**src/sv/rdsc_pkg.sv**
```systemverilog
package rdsc_pkg;

    // register indexes on the configuration port
    localparam logic [2:0] REG_REQ_RATE     = 3'd0;
    localparam logic [2:0] REG_DEADBAND     = 3'd1;
    localparam logic [2:0] REG_ANGLE_OFFSET = 3'd2;
    localparam logic [2:0] REG_LOOP_GAIN    = 3'd3;
    localparam logic [2:0] REG_FAKE_MODE    = 3'd4;

    localparam int CFG_DATA_W = 23;
    localparam int DIV_STEPS  = 27;

    localparam int DAY_MS     = 86400000;
    localparam int FULL_TURN  = 36000;
    localparam int JUMP_LIMIT = 30000;
    localparam int RAMP_STEP  = 120;
    localparam int MS_PER_S   = 1000;
    localparam int S24_MAX    = 8388607;
    localparam int S24_MIN    = -8388608;

    typedef struct packed {
        logic [15:0] position;
        logic [4:0]  hour;
        logic [5:0]  minute;
        logic [5:0]  second;
        logic [9:0]  millisecond;
        logic [4:0]  day_of_month;
    } in_item_t;

    typedef struct packed {
        logic [15:0]        beam_angle;
        logic signed [23:0] scan_rate;
        logic               rate_valid;
        logic signed [23:0] drive_cmd;
        logic               drive_updated;
        logic [15:0]        sweep_count;
    } out_item_t;

    // controller to datapath
    typedef struct packed {
        logic load;
        logic div_step;
        logic rate;
        logic mul;
        logic acc;
        logic emit;
    } cmd_t;

    // datapath to controller
    typedef struct packed {
        logic out_free;
    } status_t;

    // saturate to 24 bits signed
    function automatic logic signed [23:0] sat24(input logic signed [31:0] v);
        logic signed [23:0] r;
        if (v > S24_MAX)
            r = 24'sd8388607;
        else if (v < S24_MIN)
            r = -24'sd8388608;
        else
            r = v[23:0];
        return r;
    endfunction

endpackage

```
**src/sv/rdsc_if.sv**
```systemverilog
interface rdsc_in_if;
    logic               valid;
    logic               ready;
    rdsc_pkg::in_item_t data;
    modport source (output valid, output data, input ready);
    modport sink (input valid, input data, output ready);
endinterface

interface rdsc_out_if;
    logic                valid;
    logic                ready;
    rdsc_pkg::out_item_t data;
    modport source (output valid, output data, input ready);
    modport sink (input valid, input data, output ready);
endinterface

```
**src/sv/rdsc_ctrl.sv**
```systemverilog
module rdsc_ctrl (
    input  logic              clk,
    input  logic              rst_n,
    input  logic              in_valid,
    output logic              in_ready,
    input  rdsc_pkg::status_t status,
    output rdsc_pkg::cmd_t    cmd
);

    typedef enum logic [2:0] {
        S_IDLE,
        S_DIV,
        S_RATE,
        S_MUL,
        S_ACC,
        S_EMIT
    } state_t;

    state_t     state_reg;
    logic [4:0] count_reg;

    assign in_ready = (state_reg == S_IDLE);

    // command decode
    always_comb
    begin
        cmd          = '0;
        cmd.load     = (state_reg == S_IDLE) && in_valid;
        cmd.div_step = (state_reg == S_DIV);
        cmd.rate     = (state_reg == S_RATE);
        cmd.mul      = (state_reg == S_MUL);
        cmd.acc      = (state_reg == S_ACC);
        cmd.emit     = (state_reg == S_EMIT) && status.out_free;
    end

    // sequencer
    always_ff @(posedge clk or negedge rst_n)
    begin
        if (!rst_n)
        begin
            state_reg <= S_IDLE;
            count_reg <= '0;
        end
        else
        begin
            case (state_reg)
                S_IDLE:
                begin
                    if (in_valid)
                    begin
                        state_reg <= S_DIV;
                        count_reg <= '0;
                    end
                end
                S_DIV:
                begin
                    count_reg <= count_reg + 5'd1;
                    if (count_reg == 5'(rdsc_pkg::DIV_STEPS - 1))
                        state_reg <= S_RATE;
                end
                S_RATE:  state_reg <= S_MUL;
                S_MUL:   state_reg <= S_ACC;
                S_ACC:   state_reg <= S_EMIT;
                S_EMIT:
                begin
                    if (status.out_free)
                        state_reg <= S_IDLE;
                end
                default: state_reg <= S_IDLE;
            endcase
        end
    end

endmodule

```
**src/sv/rdsc_dp.sv**
```systemverilog
module rdsc_dp (
    input  logic                            clk,
    input  logic                            rst_n,
    input  logic                            cfg_we,
    input  logic [2:0]                      cfg_index,
    input  logic [rdsc_pkg::CFG_DATA_W-1:0] cfg_data,
    input  rdsc_pkg::in_item_t              in_data,
    input  rdsc_pkg::cmd_t                  cmd,
    output rdsc_pkg::status_t               status,
    output logic                            out_valid,
    input  logic                            out_ready,
    output rdsc_pkg::out_item_t             out_data
);

    // configuration
    logic signed [22:0] req_rate_reg;
    logic [21:0]        deadband_reg;
    logic signed [16:0] angle_offset_reg;
    logic [15:0]        loop_gain_reg;
    logic               fake_mode_reg;

    // state carried between requests
    logic [26:0]        last_ms_reg;
    logic [4:0]         last_day_reg;
    logic [15:0]        last_pos_reg;
    logic [15:0]        last_angle_reg;
    logic [15:0]        sweep_reg;
    logic signed [23:0] drive_reg;
    logic [15:0]        ramp_reg;
    logic signed [23:0] held_rate_reg;

    // per request working registers
    logic [15:0]        angle_reg;
    logic               valid_reg;
    logic               sign_reg;
    logic [26:0]        quo_reg;
    logic [27:0]        rem_reg;
    logic [27:0]        divisor_reg;
    logic signed [24:0] err_reg;
    logic               upd_reg;
    logic signed [41:0] prod_reg;
    logic               out_valid_reg;
    rdsc_pkg::out_item_t out_reg;

    // load stage combinational values
    logic [26:0]        now_ms;
    logic [16:0]        ramp_next;
    logic [15:0]        pos_u;
    logic signed [18:0] ang0;
    logic signed [18:0] ang1;
    logic signed [18:0] ang2;
    logic signed [18:0] ang3;
    logic [15:0]        angle_next;
    logic signed [28:0] elapsed;
    logic signed [17:0] pdiff;
    logic signed [17:0] moved;
    logic signed [27:0] dividend;
    logic [26:0]        dividend_mag;
    logic [27:0]        elapsed_mag;
    logic signed [16:0] adiff;
    logic [16:0]        adiff_mag;
    logic [17:0]        pdiff_mag;

    // divider step
    logic [28:0]        rem_shift;
    logic               fits;

    // rate and drive
    logic signed [27:0] rate_wide;
    logic signed [23:0] rate;
    logic signed [24:0] err;
    logic signed [24:0] db_s;
    logic signed [41:0] prod_round;
    logic signed [25:0] term;
    logic signed [26:0] drive_sum;

    assign status.out_free = !out_valid_reg || out_ready;
    assign out_valid       = out_valid_reg;
    assign out_data        = out_reg;

    // time of day, ramp, angle, elapsed time and unwrap
    always_comb
    begin
        now_ms = 27'(in_data.millisecond) + 27'(rdsc_pkg::MS_PER_S) *
                 (27'(in_data.second) + 27'd60 *
                 (27'(in_data.minute) + 27'd60 * 27'(in_data.hour)));

        ramp_next = 17'(ramp_reg) + 17'(rdsc_pkg::RAMP_STEP);
        if (ramp_next > 17'(rdsc_pkg::FULL_TURN))
            ramp_next = '0;
        pos_u = fake_mode_reg ? ramp_next[15:0] : in_data.position;

        ang0 = $signed({3'b000, pos_u}) - 19'(angle_offset_reg);
        ang1 = (ang0 > 19'sd36000) ? ang0 - 19'sd36000 : ang0;
        ang2 = (ang1 < 19'sd0) ? ang1 + 19'sd36000 : ang1;
        if (ang2 > 19'sd36000)
            ang3 = 19'sd36000;
        else if (ang2 < 19'sd0)
            ang3 = 19'sd0;
        else
            ang3 = ang2;
        angle_next = ang3[15:0];

        elapsed = $signed({2'b00, now_ms}) - $signed({2'b00, last_ms_reg});
        if (last_day_reg != in_data.day_of_month)
            elapsed = elapsed + 29'(rdsc_pkg::DAY_MS);

        pdiff     = $signed({2'b00, pos_u}) - $signed({2'b00, last_pos_reg});
        pdiff_mag = pdiff[17] ? 18'(-pdiff) : 18'(pdiff);
        moved     = pdiff;
        if (pdiff_mag > 18'(rdsc_pkg::JUMP_LIMIT))
        begin
            if (req_rate_reg > 23'sd0)
                moved = pdiff + 18'sd36000;
            else
                moved = pdiff - 18'sd36000;
        end

        dividend     = 28'(moved) * 28'sd1000;
        dividend_mag = dividend[27] ? 27'(-dividend) : dividend[26:0];
        elapsed_mag  = elapsed[28] ? 28'(-elapsed) : elapsed[27:0];

        adiff     = $signed({1'b0, angle_next}) - $signed({1'b0, last_angle_reg});
        adiff_mag = adiff[16] ? 17'(-adiff) : 17'(adiff);
    end

    // one restoring divide step
    always_comb
    begin
        rem_shift = {rem_reg, quo_reg[26]};
        fits      = (rem_shift >= {1'b0, divisor_reg});
    end

    // rate, error and drive update
    always_comb
    begin
        rate_wide  = sign_reg ? -$signed({1'b0, quo_reg}) : $signed({1'b0, quo_reg});
        rate       = rdsc_pkg::sat24(32'(rate_wide));
        err        = 25'(req_rate_reg) - 25'(rate);
        db_s       = $signed({3'b000, deadband_reg});
        prod_round = prod_reg[41] ? prod_reg + 42'sd65535 : prod_reg;
        term       = prod_round[41:16];
        drive_sum  = 27'(drive_reg) + 27'(term);
    end

    // configuration writes
    always_ff @(posedge clk or negedge rst_n)
    begin
        if (!rst_n)
        begin
            req_rate_reg     <= '0;
            deadband_reg     <= '0;
            angle_offset_reg <= '0;
            loop_gain_reg    <= '0;
            fake_mode_reg    <= 1'b0;
        end
        else if (cfg_we)
        begin
            case (cfg_index)
                rdsc_pkg::REG_REQ_RATE:     req_rate_reg     <= cfg_data[22:0];
                rdsc_pkg::REG_DEADBAND:     deadband_reg     <= cfg_data[21:0];
                rdsc_pkg::REG_ANGLE_OFFSET: angle_offset_reg <= cfg_data[16:0];
                rdsc_pkg::REG_LOOP_GAIN:    loop_gain_reg    <= cfg_data[15:0];
                rdsc_pkg::REG_FAKE_MODE:    fake_mode_reg    <= cfg_data[0];
                default: ;
            endcase
        end
    end

    // state kept across requests
    always_ff @(posedge clk or negedge rst_n)
    begin
        if (!rst_n)
        begin
            last_ms_reg    <= '0;
            last_day_reg   <= '0;
            last_pos_reg   <= '0;
            last_angle_reg <= '0;
            sweep_reg      <= '0;
            drive_reg      <= '0;
            ramp_reg       <= '0;
            held_rate_reg  <= '0;
        end
        else
        begin
            if (cmd.load)
            begin
                last_ms_reg    <= now_ms;
                last_day_reg   <= in_data.day_of_month;
                last_pos_reg   <= pos_u;
                last_angle_reg <= angle_next;
                if (fake_mode_reg)
                    ramp_reg <= ramp_next[15:0];
                if (adiff_mag > 17'(rdsc_pkg::JUMP_LIMIT))
                    sweep_reg <= sweep_reg + 16'd1;
            end
            if (cmd.rate && valid_reg)
                held_rate_reg <= rate;
            if (cmd.acc && upd_reg)
                drive_reg <= rdsc_pkg::sat24(32'(drive_sum));
        end
    end

    // working registers
    always_ff @(posedge clk)
    begin
        if (cmd.load)
        begin
            angle_reg   <= angle_next;
            valid_reg   <= (elapsed != 29'sd0);
            sign_reg    <= moved[17] ^ elapsed[28];
            quo_reg     <= dividend_mag;
            rem_reg     <= '0;
            divisor_reg <= elapsed_mag;
        end
        if (cmd.div_step)
        begin
            quo_reg <= {quo_reg[25:0], fits};
            rem_reg <= fits ? 28'(rem_shift - {1'b0, divisor_reg}) : rem_shift[27:0];
        end
        if (cmd.rate)
        begin
            err_reg <= err;
            upd_reg <= valid_reg && ((err > db_s) || (err < -db_s));
        end
        if (cmd.mul)
            prod_reg <= err_reg * $signed({26'd0, loop_gain_reg});
        if (cmd.emit)
        begin
            out_reg.beam_angle    <= angle_reg;
            out_reg.scan_rate     <= held_rate_reg;
            out_reg.rate_valid    <= valid_reg;
            out_reg.drive_cmd     <= drive_reg;
            out_reg.drive_updated <= upd_reg;
            out_reg.sweep_count   <= sweep_reg;
        end
    end

    // output register handshake
    always_ff @(posedge clk or negedge rst_n)
    begin
        if (!rst_n)
            out_valid_reg <= 1'b0;
        else if (cmd.emit)
            out_valid_reg <= 1'b1;
        else if (out_ready)
            out_valid_reg <= 1'b0;
    end

endmodule

```
**src/sv/rotodome_rate_loop_sweep_counter.sv**
```systemverilog
// channel   dir  payload
// in_ch     in   position, hour, minute, second, millisecond, day_of_month
// out_ch    out  beam_angle, scan_rate, rate_valid, drive_cmd, drive_updated,
//                sweep_count
// cfg       in   cfg_we, cfg_index, cfg_data (write only)
//
// one request at a time, taken only while the controller is idle: a load
// step, the steps of the bit-serial rate divider, then rate, gain multiply
// and drive update, and a step to hand the result to the output register
// a finished result waits in the output register while the next request
// is taken; a stalled output holds the controller in its emit step
// rst_n clears configuration, history, sweep and drive state at once
module rotodome_rate_loop_sweep_counter (
    input  logic                            clk,
    input  logic                            rst_n,
    input  logic                            cfg_we,
    input  logic [2:0]                      cfg_index,
    input  logic [rdsc_pkg::CFG_DATA_W-1:0] cfg_data,
    rdsc_in_if.sink                         in_ch,
    rdsc_out_if.source                      out_ch
);

    rdsc_pkg::cmd_t    cmd;
    rdsc_pkg::status_t status;

    // sequencer
    rdsc_ctrl u_ctrl (
        .clk      (clk),
        .rst_n    (rst_n),
        .in_valid (in_ch.valid),
        .in_ready (in_ch.ready),
        .status   (status),
        .cmd      (cmd)
    );

    // datapath
    rdsc_dp u_dp (
        .clk       (clk),
        .rst_n     (rst_n),
        .cfg_we    (cfg_we),
        .cfg_index (cfg_index),
        .cfg_data  (cfg_data),
        .in_data   (in_ch.data),
        .cmd       (cmd),
        .status    (status),
        .out_valid (out_ch.valid),
        .out_ready (out_ch.ready),
        .out_data  (out_ch.data)
    );

endmodule

```
**src/flat_wrapper.sv**
```systemverilog
// flat-port wrapper written by rule: the top's interface ports become plain ports
module rotodome_rate_loop_sweep_counter_flat 
  (clk, rst_n, cfg_we, cfg_index, cfg_data, in_ch_valid, in_ch_data, in_ch_ready, out_ch_valid, out_ch_data, out_ch_ready);
  rdsc_in_if in_ch_i ();
  rdsc_out_if out_ch_i ();
  input  logic clk;
  input  logic rst_n;
  input  logic cfg_we;
  input  logic [2:0] cfg_index;
  input  logic [rdsc_pkg::CFG_DATA_W-1:0] cfg_data;
  input wire logic [$bits(in_ch_i.valid)-1:0] in_ch_valid;
  input wire logic [$bits(in_ch_i.data)-1:0] in_ch_data;
  output wire logic [$bits(in_ch_i.ready)-1:0] in_ch_ready;
  output wire logic [$bits(out_ch_i.valid)-1:0] out_ch_valid;
  output wire logic [$bits(out_ch_i.data)-1:0] out_ch_data;
  input wire logic [$bits(out_ch_i.ready)-1:0] out_ch_ready;
  assign in_ch_i.valid = in_ch_valid;
  assign in_ch_i.data = in_ch_data;
  assign in_ch_ready = in_ch_i.ready;
  assign out_ch_valid = out_ch_i.valid;
  assign out_ch_data = out_ch_i.data;
  assign out_ch_i.ready = out_ch_ready;
  rotodome_rate_loop_sweep_counter u_core (.clk(clk), .rst_n(rst_n), .cfg_we(cfg_we), .cfg_index(cfg_index), .cfg_data(cfg_data), .in_ch(in_ch_i), .out_ch(out_ch_i));
endmodule
```
**config.mk**
```make
export PLATFORM = sky130hd
export DESIGN_NAME = rotodome_rate_loop_sweep_counter_flat
export DESIGN_NICKNAME = d
export VERILOG_FILES = /design/src/sv/rdsc_pkg.sv /design/src/sv/rdsc_if.sv /design/src/sv/rdsc_ctrl.sv /design/src/sv/rdsc_dp.sv /design/src/sv/rotodome_rate_loop_sweep_counter.sv /design/src/flat_wrapper.sv
export SDC_FILE = /design/constraint.sdc
export NUM_CORES = 2
export LEC_CHECK = 0
export ABC_AREA = 1
export BUFFER_PORTS_ARGS = -buffer_cell sky130_fd_sc_hd__buf_2
export CELL_PAD_IN_SITES_DETAIL_PLACEMENT = 1
export CELL_PAD_IN_SITES_GLOBAL_PLACEMENT = 2
export CORE_MARGIN = 4
export CORE_UTILIZATION = 40
export CTS_CLUSTER_DIAMETER = 80
export DETAILED_ROUTE_END_ITERATION = 6
export GPL_TIMING_DRIVEN = 0
export PLACE_DENSITY = 0.92
export SETUP_SLACK_MARGIN = 0.05
export SKIP_CTS_REPAIR_TIMING = 1
export SLEW_MARGIN = 25
export SYNTH_ARGS = -nofsm -noshare
export SYNTH_HDL_FRONTEND = slang
export SYNTH_HIERARCHICAL = 1
export SYNTH_SLANG_ARGS = --single-unit
```
**constraint.sdc**
```tcl
create_clock -name clk -period 14.3 [get_ports clk]
set_clock_uncertainty 0.1 [all_clocks]
set_input_delay 0.715 -clock clk [delete_from_list [all_inputs] [get_ports clk]]
set_output_delay 0.715 -clock clk [all_outputs]
set_load 0.1 [all_outputs]
```
# --- Yosys cells after proc, flatten, opt, wreduce, memory -nomap -nowiden ---
# Cells that the tools add are included.
word_totals:
  regBits: 483
  output_inout_bits: 84
  wordCells: 146
classes:
  multipliers: 5
  add_sub_neg: 25
  bitwise: 1
  eq_ne: 14
  order_cmp: 15
  muxes: 32
  n_reduce_logical: 23
ops:
  columns: ["cell", "count"]
  rows:
  - ["two-way mux 28 bit", 5]
  - ["two-way mux 24 bit", 4]
  - ["two-way mux 27 bit", 3]
  - ["two-way mux 16 bit", 4]
  - ["two-way mux 18 bit", 3]
  - ["adder 42 x 17 -> 42 bit, second input constant", 1]
  - ["multiplier 25 x 17 -> 42 bit", 1]
  - ["two-way mux 42 bit", 1]
  - ["less-than comparator 19 x 1 -> 1 bit, second input constant", 2]
  - ["two-way mux 19 bit", 2]
  - ["subtractor 16 x 16 -> 17 bit", 2]
  - ["adder 28 x 28 -> 29 bit, second input constant", 1]
  - [">= comparator 29 x 28 -> 1 bit", 1]
  - ["two-way mux 29 bit", 1]
  - ["nonzero test 29 bit", 1]
  - ["greater-than comparator 28 x 24 -> 1 bit, second input constant", 1]
  - ["less-than comparator 28 x 24 -> 1 bit, second input constant", 1]
  - ["negator 27 -> 28 bit", 1]
  - ["negator 28 bit", 1]
  - ["subtractor 27 x 27 -> 28 bit", 1]
  - ["subtractor 28 bit", 1]
  - ["adder 10 x 27 -> 27 bit", 1]
  - ["adder 24 x 26 -> 27 bit", 1]
  - ["greater-than comparator 27 x 24 -> 1 bit, second input constant", 1]
  - ["48 further kinds", 74]

# --- Depth between registers and ports, before layout ---
depth:
  depth_word: 17
  ltp_mapped: 73

# --- Hierarchy ---
# The synthesis kept the hierarchy.
by_module_without_submodules:
  columns: ["mod", "seq_area_each_um2", "instances", "cells_per_inst", "area_per_inst_um2"]
  rows:
  - ["rdsc_dp", 13142.6, 1, 6790, 54928.9]
  - ["rdsc_ctrl", 200.2, 1, 64, 496.7]

# --- Least setup slack after synthesis ---
# OpenSTA, ideal clock, no wires.
synth_timing:
  kind: "input -> register"
  from: "in in_ch_data[29]"
  to: "reg u_core.u_dp.divisor_reg[6] (data pin)"
  setup_ps: 264
  t_arrival_ps: 11781
  path_stages: 62
  path_slack_ps: 2155
  n_path_buf: 1
  required_time_ps: 13936
  path_cell_list: "inv_1 > fa_1 > fa_1 > fa_1 > inv_1 > ha_1 > nand2_1 > nor2_1 > a211oi_1 > nand2_1 > nand2_1 > inv_1 > fa_1 > inv_1 > fa_1 > inv_1 > ha_1 > inv_1 > [26 not listed] > nand2_1 > nor4_1 > nand3_1 > nand3_1 > nand3_1 > nand2_1 > nand3_1 > nand2_1 > xor2_1 > inv_1 > a21oi_1 > nand3_1 > nand2_1 > nand2_2 > inv_1 > buf_2 > nand2_1 > xor2_1"
synth_between:
  elab_chain_cells: 10
synth_rtl:
  columns: ["item", "line_no", "text"]
  rows:
  - ["start, declared", "flat_wrapper.sv:12", "input wire logic [$bits(in_ch_i.data)-1:0] in_ch_data;"]
  - ["multiplier 4 x 5 -> 9 bit *", "rdsc_dp.sv:86", "(27'(in_data.minute) + 27'd60 * 27'(in_data.hour)));"]
  - ["adder 6 x 11 -> 12 bit *", "rdsc_dp.sv:86", null]
  - ["multiplier 4 x 12 -> 16 bit *", "rdsc_dp.sv:85", "(27'(in_data.second) + 27'd60 *"]
  - ["adder 6 x 18 -> 19 bit *", "rdsc_dp.sv:85", null]
  - ["multiplier 7 x 19 -> 24 bit *", "rdsc_dp.sv:84", "now_ms = 27'(in_data.millisecond) + 27'(rdsc_pkg::MS_PER_S) *"]
  - ["adder 10 x 27 -> 27 bit *", "rdsc_dp.sv:84", null]
  - ["named net u_core.u_dp.now_ms[19]", "rdsc_dp.sv:46", "logic [26:0] now_ms;"]
  - ["subtractor 27 x 27 -> 28 bit *", "rdsc_dp.sv:104", "elapsed = $signed({2'b00, now_ms}) - $signed({2'b00, last_ms_reg});"]
  - ["adder 28 x 28 -> 29 bit", "rdsc_dp.sv:106", "elapsed = elapsed + 29'(rdsc_pkg::DAY_MS);"]
  - ["two-way mux 29 bit *", "rdsc_dp.sv:105", "if (last_day_reg != in_data.day_of_month)"]
  - ["two-way mux 28 bit *", "rdsc_dp.sv:121", "elapsed_mag = elapsed[28] ? 28'(-elapsed) : elapsed[27:0];"]
  - ["named net u_core.u_dp.elapsed_mag[6]", "rdsc_dp.sv:59", "logic [27:0] elapsed_mag;"]
  - ["end signal, assigned", "rdsc_dp.sv:214", "divisor_reg <= elapsed_mag;"]
  - ["end, declared", "rdsc_dp.sv:38", "logic [27:0] divisor_reg;"]
# The timed path passes the listed nets; every way through them passes the cells marked *.
# A chain may end at the register's enable or synchronous reset.

# --- Final worst setup path ---
# Ends and elaborated chain as after synthesis.

==> flow_metrics.env <==
export IMPL_syn_avg_cell_area_um2=8.09
export IMPL_synthCells=6854
export IMPL_cts_buffers=61
export IMPL_fin_nets=8226
export IMPL_io_buffer_count=162
export IMPL_drt_first_pass_iters=5
export IMPL_maxCapViolCount=0
export IMPL_holdPathStages=3
export IMPL_cts_tree="yes"
export IMPL_fin_util_pct=44.4
export IMPL_ios=163
export IMPL_synth_most_common_cell="nand2_1"
export IMPL_drive_gt1_share_pct=5.94
export IMPL_path_common_cell="inv_1"
export IMPL_r2r_cells=58
export IMPL_r2r_end="u_core/u_dp/quo_reg[22]"
export IMPL_hold_end="u_core/u_dp/last_day_reg[4]"
export IMPL_synth_compound_area_share_pct=8.91
export IMPL_largest_reg_flops=82
export IMPL_rrSetupSlack_ns=1.13
export IMPL_routed_via_density=5.08
export IMPL_die_h_um=380
export IMPL_grt_antenna_before_repair=9
export IMPL_die_x_um=380
export IMPL_nFillCells=16800
export IMPL_initial_utilization_pct=40.3
export IMPL_finalHoldViolations=0
export IMPL_insertion_delay_ns=0.69
export IMPL_fmax_mhz=75.1
export IMPL_period_minus_slack_ns=13.31
export IMPL_rows=136
export IMPL_final_setup_viol_count=0
export IMPL_routed_wl_um=165000
export IMPL_end_kind="flip-flop"
export IMPL_slew_headroom_pct=28.0
export IMPL_grt_start_max_net_pins=81
export IMPL_dpl_hpwl_um=138000
export IMPL_arrival_ns=13.64
export IMPL_drc_errors=0
export IMPL_crit_required_ns=14.63
export IMPL_cts_path_max_buffers=3
export IMPL_synth_edf_count=251
export IMPL_grt_pass1_vias=49900
export IMPL_worst_slew_pin_slew_ns=1.08
export IMPL_first_iter_violations=2354
export IMPL_synth_xor_area_share_pct=6.98
export IMPL_slowest_delay_ns=0.57
export IMPL_r2r_start="u_core/u_dp/ramp_reg[3]"
export IMPL_grt_usage_pct=23.0
export IMPL_yosys_warnings=6
export IMPL_yosysSeqAreaShare_pct=24.1
export IMPL_async_flop_share_pct=48.0
export IMPL_hp_start="in_ch_data[4]"
export IMPL_clk_pin_slew_ns=0.06
export IMPL_wl_per_cell_um=18.5
export IMPL_rsz0062_at_grt="no"
export IMPL_ctsRootBufferMaster="clkbuf_16"
export IMPL_grt_pass1_wl_um=269000
export IMPL_synth_area_leaders="fa_1 20%, edfxtp_1 14%, ha_1 11%"
export IMPL_slowest_stage="fa_1"
export IMPL_synth_simple_gate_area_share_pct=17.7
export IMPL_synth_seq_cells=483
export IMPL_area_delta_synth_final_pct=10.1
export IMPL_cts_sinks=483
export IMPL_fin_tns_setup_ns=0
export IMPL_synth_common_cells="1499 x nand2_1, 1454 x inv_1, 552 x fa_1"
export IMPL_yosysTopAreaCellShare_pct=19.9
export IMPL_post_synth_top_area_cell="fa_1"
export IMPL_cp_max_fo=10
export IMPL_gr_total_overflow=0
export IMPL_fin_crit_sh_pct=93.1
export IMPL_maxSlewViolCount=0
export IMPL_htreeDepth=2
export IMPL_place_congestion=0.886
export IMPL_ant_nets=0
export IMPL_crit_type="input port to flip-flop"
export IMPL_synthFlopType="edfxtp_1"
export IMPL_startpoint_type="input port"
export IMPL_vias=45500
export IMPL_hp_class="input port to flip-flop"
export IMPL_core_area_mm2=0.137
export IMPL_status="complete, no violations"
export IMPL_synth_top_family_by_area="adder cells"
export IMPL_synth_mux_area_share_pct=0.0203
export IMPL_synth_cell_type_count=63
export IMPL_yosys_area_share_adder_pct=31.1
export IMPL_die_area_mm2=0.145
export IMPL_synth_area_mm2=0.0554
export IMPL_syn_nets=7978
area by class of cell:
cell class | instances | area, um2 | area share (%)
clock buffer | 74 | 1620 | 2.65
antenna | 3 | 7.51 | 0.0123
timing repair buffer | 185 | 1090 | 1.78
buffer | 179 | 699 | 1.15
clock inverter | 42 | 534 | 0.875
multi-input combinational | 4718 | 36000 | 58.9
tap | 1794 | 2240 | 3.68
inverter | 1474 | 5540 | 9.07
sequential | 483 | 13300 | 21.9
how the worst max path moves through the flow:
stage	end	slack (ns)	startpoint
after floorplan	u_core/u_dp/divisor_reg[6]	2.15	in_ch_data[29]
after detailed placement	u_core/u_dp/divisor_reg[6]	0.09	in_ch_data[29]
after global placement	u_core/u_dp/divisor_reg[6]	0.54	in_ch_data[29]
after global routing	u_core/u_dp/quo_reg[22]	0.05	u_core/u_dp/ramp_reg[3]
final	u_core/u_dp/divisor_reg[6]	0.99	in_ch_data[29]
after CTS	u_core/u_dp/quo_reg[22]	0.60	u_core/u_dp/ramp_reg[3]
placed cells by master, fill, tap and decap left out, types with 17 or more instances in the layout:
cell       instances
nand2_1         1498
buf_4             17
edfxtp_1         251
nand2_2           24
nand3b_1          24
dfrtp_1          232
clkbuf_1         174
o21bai_1          30
a21o_1            23
nand3_1          220
or2_2             22
inv_1           1452
nand4_1           65
nor2_1           320
fa_1             552
xnor2_1          134
nor3_1            64
a21oi_1          382
clkbuf_16         62
ha_1             493
nor4_1            24
o21ai_0          370
buf_2            174
xor2_1           294
kinds of logic after synthesis:
logic type | after synthesis
simple gates | 2320
buf+inv | 1653
fa+ha+maj | 1045
compound gates | 912
flops | 483
xor+xnor | 440
mux | 1
per-stage QoR:
stage	setup slack (ns)	instances	hold slack, ns	instance area (um2)
5_1_grt	0.0499	8949	0.143	61000
3_3_place_gp	0.542	8810	0.306	58500
6_report	0.990	8952	0.151	61000
2_1_floorplan	2.15	6854	0.300	55400
3_5_place_dp	0.0866	8831	0.306	58800
4_1_cts	0.596	8947	-0.339	60900
routing by layer:
layer	part of all wire [%]	GRT usage, %	vias to the layer above
met5	0.0079	0	-
met4	3.1	6.95	2
met3	2.9	2.07	212
met2	50	41.2	663
met1	44	29.5	22800
li1	-	-	21900
worst max-delay path, delay by kind of cell:
| kind | cells | cell delay (ns) |
|---|---|---|
| and+or+nand+nor | 19 | 2.65 |
| buffers and inverters | 17 | 1.97 |
| AOI/OAI and AO/OA | 5 | 1.28 |
| xor gates and xnor gates | 5 | 1.23 |
| adders and majority gates | 13 | 5.79 |
Power is not shown: default switching activity piles up to over one toggle a cycle in this logic, so the estimate is an artifact.
